[src/rtl/core/wpm_pkg.sv]
// shared types and constants for the wildcard pattern matcher
package wpm_pkg;

	localparam int MAX_PATTERN = 32;
	localparam int POS_W       = $clog2(MAX_PATTERN + 1);
	localparam int PAT_REGS    = 4;
	localparam int CFG_W       = 64;
	localparam int ADDR_W      = 6;

	localparam logic [7:0] CH_STAR = 8'h2A;
	localparam logic [7:0] CH_ANY  = 8'h3F;
	localparam logic [7:0] CH_DOT  = 8'h2E;

	localparam logic [2:0] REG_PAT0   = 3'd0;
	localparam logic [2:0] REG_PAT1   = 3'd1;
	localparam logic [2:0] REG_PAT2   = 3'd2;
	localparam logic [2:0] REG_PAT3   = 3'd3;
	localparam logic [2:0] REG_LENGTH = 3'd4;

	typedef struct packed {
		logic [7:0] text_byte;
		logic       char_valid;
		logic       last;
	} text_item_t;

	typedef struct packed {
		logic matched;
		logic final_res;
	} result_item_t;

	typedef struct packed {
		logic [7:0] text_byte;
		logic       char_valid;
		logic       last;
		logic       take;
		logic       settle;
	} cell_ctl_t;

endpackage

[src/rtl/core/wpm_regs.sv]
// configuration registers with apb access
module wpm_regs (
	input  logic                                     clk,
	input  logic                                     arst_n,
	input  logic                                     psel,
	input  logic                                     penable,
	input  logic                                     pwrite,
	input  logic [wpm_pkg::ADDR_W-1:0]               paddr,
	input  logic [wpm_pkg::CFG_W-1:0]                pwdata,
	output logic [wpm_pkg::CFG_W-1:0]                prdata,
	output logic                                     pready,
	output logic [wpm_pkg::MAX_PATTERN-1:0][7:0]     pat_bytes,
	output logic [wpm_pkg::POS_W-1:0]                pat_len
);

	logic [wpm_pkg::PAT_REGS-1:0][wpm_pkg::CFG_W-1:0] pat_q;
	logic [5:0]                                       len_q;
	logic [2:0]                                       idx;
	logic                                             wr;

	assign idx    = paddr[5:3];
	assign wr     = psel & penable & pwrite;
	assign pready = 1'b1;

	always_ff @(posedge clk or negedge arst_n) begin
		if (!arst_n) begin
			pat_q <= '0;
			len_q <= '0;
		end else if (wr) begin
			unique case (idx)
				wpm_pkg::REG_PAT0:   pat_q[0] <= pwdata;
				wpm_pkg::REG_PAT1:   pat_q[1] <= pwdata;
				wpm_pkg::REG_PAT2:   pat_q[2] <= pwdata;
				wpm_pkg::REG_PAT3:   pat_q[3] <= pwdata;
				wpm_pkg::REG_LENGTH: len_q    <= pwdata[5:0];
				default: ;
			endcase
		end
	end

	always_comb begin
		unique case (idx)
			wpm_pkg::REG_PAT0:   prdata = pat_q[0];
			wpm_pkg::REG_PAT1:   prdata = pat_q[1];
			wpm_pkg::REG_PAT2:   prdata = pat_q[2];
			wpm_pkg::REG_PAT3:   prdata = pat_q[3];
			wpm_pkg::REG_LENGTH: prdata = {{(wpm_pkg::CFG_W-6){1'b0}}, len_q};
			default:             prdata = '0;
		endcase
	end

	assign pat_bytes = pat_q;

	// lengths above the pattern size saturate
	assign pat_len = (len_q > 6'(wpm_pkg::MAX_PATTERN)) ?
		wpm_pkg::POS_W'(wpm_pkg::MAX_PATTERN) : wpm_pkg::POS_W'(len_q);

endmodule

[src/rtl/core/wpm_cell.sv]
// one pattern position: active bit, star closure and advance to the next cell
module wpm_cell (
	input  logic               clk,
	input  logic               arst_n,
	input  wpm_pkg::cell_ctl_t ctl,
	input  logic [7:0]         pat_byte,
	input  logic               in_use,
	input  logic               present,
	input  logic               seed,
	input  logic               close_in,
	input  logic               adv_in,
	input  logic               close2_in,
	output logic               close_out,
	output logic               adv_out,
	output logic               close2_out,
	output logic               closed2
);

	logic state_q;
	logic nxt_s1;
	logic is_star;
	logic hit;
	logic closed;
	logic nxt;

	assign is_star = (pat_byte == wpm_pkg::CH_STAR);
	assign hit     = (pat_byte == ctl.text_byte) ||
		((pat_byte == wpm_pkg::CH_ANY) && (ctl.text_byte != wpm_pkg::CH_DOT));

	// closure of the stored set with the current pattern
	assign closed    = present & (state_q | seed | close_in);
	assign close_out = closed & in_use & is_star;
	assign adv_out   = closed & in_use & ~is_star & hit;
	assign nxt       = ctl.char_valid ? (close_out | adv_in) : closed;

	// closure of the advanced set for the verdict
	assign closed2    = present & (nxt_s1 | close2_in);
	assign close2_out = closed2 & in_use & is_star;

	always_ff @(posedge clk or negedge arst_n) begin
		if (!arst_n) begin
			state_q <= 1'b0;
		end else if (ctl.take) begin
			state_q <= nxt & ~ctl.last;
		end else if (ctl.settle) begin
			// close the advanced set while the pattern of its transaction is still loaded
			state_q <= closed;
		end
	end

	always_ff @(posedge clk) begin
		if (ctl.take) begin
			nxt_s1 <= nxt;
		end
	end

endmodule

[src/rtl/core/wildcard_pattern_matcher.sv]
// top level: wildcard pattern matcher over a row of position cells
//
// channel | direction | handshake                  | payload
// text    | in        | text_valid / text_ready    | text_item (text_item_t)
// result  | out       | result_valid / result_ready | result_item (result_item_t)
// config  | in        | psel, penable, pready      | paddr, pwdata, prdata
//
// one text transaction per cycle unless stalled; results pass stage 1, then the output register
// stage 1 ripples closure and advance through the 33 cells, the output stage closes again
// reset restarts the active set at position zero and clears the pattern
// a stalled result holds the output register, then stage 1; text_ready drops when both are full
module wildcard_pattern_matcher (
	input  logic                            clk,
	input  logic                            arst_n,
	input  logic                            text_valid,
	output logic                            text_ready,
	input  wpm_pkg::text_item_t             text_item,
	output logic                            result_valid,
	input  logic                            result_ready,
	output wpm_pkg::result_item_t           result_item,
	input  logic                            psel,
	input  logic                            penable,
	input  logic                            pwrite,
	input  logic [wpm_pkg::ADDR_W-1:0]      paddr,
	input  logic [wpm_pkg::CFG_W-1:0]       pwdata,
	output logic [wpm_pkg::CFG_W-1:0]       prdata,
	output logic                            pready
);

	localparam int NP = wpm_pkg::MAX_PATTERN;

	logic [NP-1:0][7:0]           pat_bytes;
	logic [wpm_pkg::POS_W-1:0]    pat_len;
	wpm_pkg::cell_ctl_t           ctl;
	logic                         take;
	logic                         adv;
	logic                         s1_vld_q;
	logic                         last_s1;
	logic                         fresh_q;
	logic                         res_vld_q;
	wpm_pkg::result_item_t        res_q;
	logic [NP+1:0]                close_c;
	logic [NP+1:0]                adv_c;
	logic [NP+1:0]                close2_c;
	logic [NP:0]                  closed2;

	wpm_regs u_regs (
		.clk       (clk),
		.arst_n    (arst_n),
		.psel      (psel),
		.penable   (penable),
		.pwrite    (pwrite),
		.paddr     (paddr),
		.pwdata    (pwdata),
		.prdata    (prdata),
		.pready    (pready),
		.pat_bytes (pat_bytes),
		.pat_len   (pat_len)
	);

	assign adv        = ~res_vld_q | result_ready;
	assign text_ready = ~s1_vld_q | adv;
	assign take       = text_valid & text_ready;

	assign ctl.text_byte  = text_item.text_byte;
	assign ctl.char_valid = text_item.char_valid;
	assign ctl.last       = text_item.last;
	assign ctl.take       = take;
	assign ctl.settle     = s1_vld_q & ~last_s1;

	assign close_c[0]  = 1'b0;
	assign adv_c[0]    = 1'b0;
	assign close2_c[0] = 1'b0;

	for (genvar p = 0; p <= NP; p++) begin : g_cell
		logic [7:0] pb;
		if (p < NP) begin : g_byte
			assign pb = pat_bytes[p];
		end else begin : g_tail
			assign pb = 8'h00;
		end
		wpm_cell u_cell (
			.clk        (clk),
			.arst_n     (arst_n),
			.ctl        (ctl),
			.pat_byte   (pb),
			.in_use     (pat_len > wpm_pkg::POS_W'(p)),
			.present    (pat_len >= wpm_pkg::POS_W'(p)),
			.seed       ((p == 0) ? fresh_q : 1'b0),
			.close_in   (close_c[p]),
			.adv_in     (adv_c[p]),
			.close2_in  (close2_c[p]),
			.close_out  (close_c[p+1]),
			.adv_out    (adv_c[p+1]),
			.close2_out (close2_c[p+1]),
			.closed2    (closed2[p])
		);
	end

	always_ff @(posedge clk or negedge arst_n) begin
		if (!arst_n) begin
			fresh_q   <= 1'b1;
			s1_vld_q  <= 1'b0;
			res_vld_q <= 1'b0;
		end else begin
			if (take) begin
				fresh_q <= text_item.last;
			end
			if (take) begin
				s1_vld_q <= 1'b1;
			end else if (adv) begin
				s1_vld_q <= 1'b0;
			end
			if (adv) begin
				res_vld_q <= s1_vld_q;
			end
		end
	end

	always_ff @(posedge clk) begin
		if (take) begin
			last_s1 <= text_item.last;
		end
		if (adv && s1_vld_q) begin
			res_q.matched   <= closed2[pat_len];
			res_q.final_res <= last_s1;
		end
	end

	assign result_valid = res_vld_q;
	assign result_item  = res_q;

endmodule

[config.mk]
export PLATFORM = sky130hd
export DESIGN_NAME = wildcard_pattern_matcher
export DESIGN_NICKNAME = d
export VERILOG_FILES = /design/src/rtl/core/wpm_pkg.sv /design/src/rtl/core/wpm_regs.sv /design/src/rtl/core/wpm_cell.sv /design/src/rtl/core/wildcard_pattern_matcher.sv
export SDC_FILE = /design/constraint.sdc
export NUM_CORES = 1
export LEC_CHECK = 0
export BUFFER_PORTS_ARGS = -buffer_cell sky130_fd_sc_hd__buf_2
export CORE_UTILIZATION = 40
export CTS_CLUSTER_SIZE = 40
export DETAILED_ROUTE_END_ITERATION = 12
export MAX_ROUTING_LAYER = met4
export PLACE_DENSITY = 0.59
export SYNTH_ARGS = -nofsm -noshare
export SYNTH_HDL_FRONTEND = slang
export SYNTH_HIERARCHICAL = 1
export SYNTH_SLANG_ARGS = --single-unit
[constraint.sdc]
create_clock -name clk -period 18 [get_ports clk]
set_input_delay 3.6 -clock clk [delete_from_list [all_inputs] [get_ports clk]]
set_output_delay 3.6 -clock clk [all_outputs]
set_load 0.005 [all_outputs]
==> impl_metrics.csv, run 1 <==
group,metric,value,unit
clock_network,htree_levels,2,
synthesis,syn_avg_cell_area,10.73,sq um
place,placed_cells,3084,
detailed_routing,firstDrtPassIters,5,
global_route,grt_pass1_wl,111400,um
critical_path,cp.required,18.33,ns
floorplanning,pin_count,156,
timing,finalCritPeriodShare,92.74,%
synthesis,ys_warn_count,6,
global_route,grt_max_degree,107,
detailed_routing,viasPerCell,5.725,
critical_path,crit_path_max_fanout,15,
pwr,p_per_area,101.5,nW/um^2
critical_path,slowest_delay,0.56,ns
floorplanning,die_y,242.2,um
global_route,grt_overflow,0,
cells_and_area,fin_util,46.44,%
detailed_routing,num_vias,18091,
cells_and_area,stdcell_count,3160,
timing,hold_viol_final,0,
place,hpwlAfterDp,48120,um
cells_and_area,multi_input_area,13810,sq um
clock_network,numCtsBuffers,41,
timing,worst_slack,1.307,ns
cells_and_area,fillers,5260,
clock_network,hold_buffers,0,
global_route,grt_pass1_vias,18712,
clock_network,cts_resized,0,
clock_network,clk-insertion-delay-late,0.57,ns
timing,hold_ws,0.5261,ns
cells_and_area,synthToLayoutAreaGrowth,14.10,%
critical_path,crit_top_cell,"nor2_1",
detailed_routing,drtIter0Drc,1348,
clock_network,post_cts_buffers,0,
synthesis,syn-cell-area,23080,sq um
clock_network,numClockSinks,334,
hold_path,hold-path-cell-count,1,
clock_network,clk_pin_slew,0.06,ns
timing,tightest_slew,1.042,ns
critical_path,start_kind,"flip-flop",
detailed_routing,wl_per_cell,22.58,um
critical_path,critPathKind,"flip-flop to flip-flop",
detailed_routing,antenna_left,0,
timing,max_slew_margin,30.52,%
cells_and_area,drive_gt1_share,29.28,%
timing,fmax,0.05990,GHz
pwr,peakVddDrop,0.00006050,V
critical_path,arrival,17.02,ns
floorplanning,dieWidth,242.2,um
cells_and_area,num-nets-final,2458,
place,pre_cts_ws,0.9395,ns
critical_path,critPathSlowestCell,"dfrtp_2",
clock_network,clockRootBuffer,"clkbuf_16",
critical_path,cp-end-kind,"flip-flop",
place,port_buffers,151,
timing,finalMaxSlewViolations,0,
timing,rsz0062_at_grt,"no",
critical_path,worstRegToRegCells,73,
floorplanning,dieArea,58670,sq um
global_route,antenna_found_initial,3,
hold_path,min_path_type,"flip-flop to flip-flop",
global_route,track_usage,24.80,%
pwr,p_leak,0.01179,uW
clock_network,tritoncts,"built",
timing,period_minus_slack,16.69,ns
detailed_routing,drc,0,
timing,final-setup-viol-count,0,
run,cap_violations,0,
floorplanning,coreArea,56710,sq um
timing,fin_skew,0.02206,ns
run_status,status,"completed",
clock_network,max-clock-path-buffers,3,
detailed_routing,wirelength,71370,um
timing,setup_tns,0,ns
place,gp_congestion,0.8745,
synthesis,syn_inst,2151,
floorplanning,rows,87,
floorplanning,start_util,40.70,%
cells_and_area,seqCellArea,8541,sq um
==> state kept, by name (all words and copies together) (netlist names) <==
register and cells:
fresh_q 1, u_regs/len_q 6, u_regs/pat_bytes 256, result_item 2, s1_vld_q 1, last_s1 1, g_cell.u_cell/state_q 33, result_valid 1
g_cell.u_cell/nxt_s1 33
==> area by class of cell <==
cell class                      instances  share of cell area, %
Inverter                              140                  1.995
Multi-Input combinational cell       1650                  52.44
Clock inverter                          8                 0.1995
Timing Repair Buffer                  204                  4.456
Clock buffer                           65                  4.864
Sequential cell                       334                  32.43
Tap cell                              756                  3.591
Antenna cell                            3                0.02850
==> where the power goes <==
part | switching, uW | total (uW) | internal [uW]
logic | 402 | 763 | 362
registers | 186 | 1090 | 901
clock network | 336 | 823 | 488
total | 924 | 2670 | 1750
==> through the flow <==
stage	area (sq um)	total power, uW
after floorplan	23240	1567
after global placement	24980	1826
after detailed placement	24980	1850
after CTS	26310	2685
after global routing	26340	2806
final	26340	2674
==> cells in the final DEF (no fill, tap or decap), types with 36 or more instances in the layout <==
cell type	instances
conb_1	46
nand2_1	125
buf_4	57
dfrtp_1	296
mux2_2	204
nor2_1	104
and3_1	66
mux2_4	60
buf_2	146
mux4_2	62
o21ai_0	48
nor2b_1	97
edfxtp_1	36
xor2_1	256
nand3_1	73
inv_1	139
mux2i_1	37
a21oi_1	74
clkbuf_16	45
==> worst max-delay path, delay by kind of cell, from the launching register on <==
family | cells | cell delay (ns)
compound gates | 34 | 11.38
flops | 1 | 0.56
buf+inv | 3 | 0.40
simple gates | 36 | 4.14
==> final timing paths <==
kind | from | to | slack, ns
hold reg to reg | s1_vld_q$_DFFE_PN0P_ | result_valid$_DFFE_PN0P_ | 0.53
max in group asynchronous | arst_n | u_regs/pat_bytes[242]$_DFFE_PN0P_ | 13.39
hold / removal | s1_vld_q$_DFFE_PN0P_ | result_valid$_DFFE_PN0P_ | 0.53
setup reg to reg | u_regs/len_q[5]$_DFFE_PN0P_ | g_cell[32].u_cell/nxt_s1$_DFFE_PP_ | 1.31
min in group asynchronous | arst_n | u_regs/pat_bytes[9]$_DFFE_PN0P_ | 3.13
setup / recovery | u_regs/len_q[5]$_DFFE_PN0P_ | g_cell[32].u_cell/nxt_s1$_DFFE_PP_ | 1.31
==> per-layer routing <==
layer,part of all wire (%),GRT usage [%],wire length [um]
met5,0,-,0
met1,45,32.97,32380
met2,48,39.76,34300
met3,4.4,3.279,3156
met4,2.1,6.664,1531
No activity file was read; power rests on OpenSTA's default activity.
==> run 2: changes to the inputs <==
--- a/config.mk
+++ b/config.mk
@@ -13,5 +13,4 @@
 export PLACE_DENSITY = 0.59
 export SYNTH_ARGS = -nofsm -noshare
 export SYNTH_HDL_FRONTEND = slang
-export SYNTH_HIERARCHICAL = 1
 export SYNTH_SLANG_ARGS = --single-unit
==> run 2 against run 1 <==
Worst setup slack improved by 7.4 ns; sequential power about the same; first-iteration DRC count increased by 36%; clock skew decreased by 0.0068 ns; register-to-register slack improved by 12 ns; critical path type is now input pin to output pin; the run now ends with design-rule violations left; critical path depth decreased by 66; total power decreased by 5.2%; wire length increased by 8.4%.
==> impl_metrics.csv, run 2 <==
group,metric,value,unit
synthesis,ys_seq_area_share,39.69,%
place,hpwlAfterDp,51760,um
synthesis,async_flop_share,89.22,%
cells_and_area,drive_gt1_share,25.50,%
global_route,grt_overflow,0,
floorplanning,dieArea,54720,sq um
floorplanning,coreArea,52870,sq um
floorplanning,die_y,233.9,um
cells_and_area,fillers,4966,
clock_network,clk-insertion-delay-late,0.58,ns
synthesis,yosysMostFrequentCell,"dfrtp_1",
hold_path,min_path_type,"flip-flop to flip-flop",
clock_network,htree_levels,2,
place,place_area,22980,sq um
timing,rsz0062_at_grt,"no",
cells_and_area,largest_register_ffs,256,
critical_path,cp-end-kind,"output pin",
detailed_routing,num_vias,18828,
global_route,antenna_found_initial,2,
timing,fin_skew,0.01526,ns
timing,fmax,0.1071,GHz
cells_and_area,final_cell_mix,"dfrtp_1 (297), mux2_2 (259), xnor2_1 (184)",
timing,hold_viol_final,0,
detailed_routing,wl_met1,32800,um
synthesis,synth_enable_flop_cells,36,
run,cap_violations,0,
timing,finalCritPeriodShare,51.87,%
timing,hold_ws,0.4926,ns
critical_path,reg2reg_setup_slack,13.55,ns
clock_network,clockRootBuffer,"clkbuf_16",
global_route,track_usage,29.17,%
detailed_routing,wl_per_cell,25.86,um
synthesis,ys_types,105,
clock_network,cts_resized,0,
timing,max_slew_margin,22.44,%
synthesis,syn_inst,2170,
detailed_routing,antenna_left,0,
floorplanning,dieWidth,233.9,um
synthesis,synth_ff_type,"dfrtp_1",
timing,setup_tns,0,ns
cells_and_area,fin_util,46.07,%
synthesis,syn_avg_cell_area,9.914,sq um
detailed_routing,drc,4,
detailed_routing,drtIter0Drc,1839,
synthesis,syn-cell-area,21510,sq um
timing,final-setup-viol-count,0,
pwr,p_leak,0.009792,uW
cells_and_area,final_area,24350,sq um
clock_network,tritoncts,"built",
clock_network,numCtsBuffers,40,
timing,finalMaxSlewViolations,0,
critical_path,arrival,5.74,ns
clock_network,clk_pin_slew,0.06,ns
run_status,status,"complete, but fails checks",
global_route,grt_max_degree,73,
global_route,grt_pass1_vias,18930,
clock_network,max-clock-path-buffers,3,
critical_path,start_kind,"input pin",
synthesis,yosys.area.top_type,"dfrtp_1",
detailed_routing,firstDrtPassIters,10,
run_status,failed_checks,"design-rule violations",
pwr,p_per_area,104.1,nW/um^2
critical_path,cp.required,14.40,ns
cells_and_area,num-nets-final,2357,
clock_network,hold_buffers,0,
cells_and_area,final_common_cell,"dfrtp_1",
place,port_buffers,151,
detailed_routing,routed-wl-met3,5147,um
floorplanning,pin_count,156,
timing,tightest_slew,1.153,ns
pwr,total_power,2536,uW
clock_network,numClockSinks,334,
synthesis,ys_warn_count,0,
floorplanning,start_util,40.70,%
critical_path,critPathKind,"input pin to output pin",
synthesis,synth_fp_nets,2257,
floorplanning,rows,84,
clock_network,post_cts_buffers,0,
detailed_routing,top_layer_used,"met4",
place,gp_congestion,0.9698,
detailed_routing,viasPerCell,6.295,
synthesis,synth.area.top_cells,"dfrtp_1 (35%), mux2_2 (14%), xnor2_1 (7.5%), edfxtp_1 (5.0%), a22oi_1 (4.3%)",
timing,period_minus_slack,9.336,ns
synthesis,yosys-top-cells-count,"dfrtp_1 (297), mux2_2 (259), xnor2_1 (184)",
critical_path,crit_path_max_fanout,58,
detailed_routing,wirelength,77340,um
cells_and_area,synthToLayoutAreaGrowth,13.20,%
pwr,peakVddDrop,0.00007812,V
synthesis,synth-seq-cells,334,
global_route,grt_pass1_wl,117800,um
detailed_routing,route.met2.wl,37180,um
synthesis,synth_top_area_share,34.54,%
## run 2: layout make-up
type | instances | area [sq um] | share of cell area, %
timing repair buffer | 195 | 1096 | 4.500
clock inverter | 13 | 176.4 | 0.7244
antenna | 1 | 2.502 | 0.01027
multi-input combinational | 1673 | 12390 | 50.87
sequential | 334 | 8539 | 35.06
inverter | 26 | 97.59 | 0.4007
tap | 688 | 860.8 | 3.535
clock buffer | 61 | 1192 | 4.896
## run 2: metal layers
metal,track usage (%),vias up
li1,-,8276
met3,3.891,147
met5,-,-
met4,9.294,0
met1,37.83,9602
met2,47.09,803
## run 2: per-stage QoR
stage          std cells  setup WS (ns)
2_1_floorplan       2170          9.398
3_3_place_gp        2916          8.744
3_5_place_dp        2916          8.731
4_1_cts             2990          8.726
5_1_grt             2991          8.635
6_report            2991          8.664
## run 2: cell families after synthesis
group                  share of synthesized area [%]
other                                        0.01743
multiplexers                                   14.16
AND/OR/NAND/NOR                                15.88
XOR/XNOR                                       10.42
AO/OA/AOI/OAI                                  16.82
flip-flops                                     39.69
buffers and inverters                          3.007
## run 2: power by group
group	leakage, uW	switching (uW)	total [uW]	internal (uW)
registers	0.00418	195	1080	889
clock network	0.000675	345	860	515
logic	0.00493	320	593	272
## run 2: worst paths after layout
check | from | endpoint | cells after the start
max in group asynchronous | arst_n | u_regs.pat_bytes[250]$_DFFE_PN0P_ | 3
setup reg to reg | u_regs.len_q[5]$_DFFE_PN0P_ | result_item[1]$_DFFE_PP_ | 12
hold / removal | last_s1$_DFFE_PP_ | result_item[0]$_DFFE_PP_ | 0
hold reg to reg | last_s1$_DFFE_PP_ | result_item[0]$_DFFE_PP_ | 0
setup / recovery | paddr[5] | prdata[47] | 7
min in group asynchronous | arst_n | u_regs.pat_bytes[192]$_DFFE_PN0P_ | 1
## run 2: critical path: stages
cell	delay (ns)
buf_2	0.14
nand2b_1	0.39
nor2_4	0.17
buf_4	0.70
a22oi_1	0.23
nand2_1	0.21
buf_2	0.15
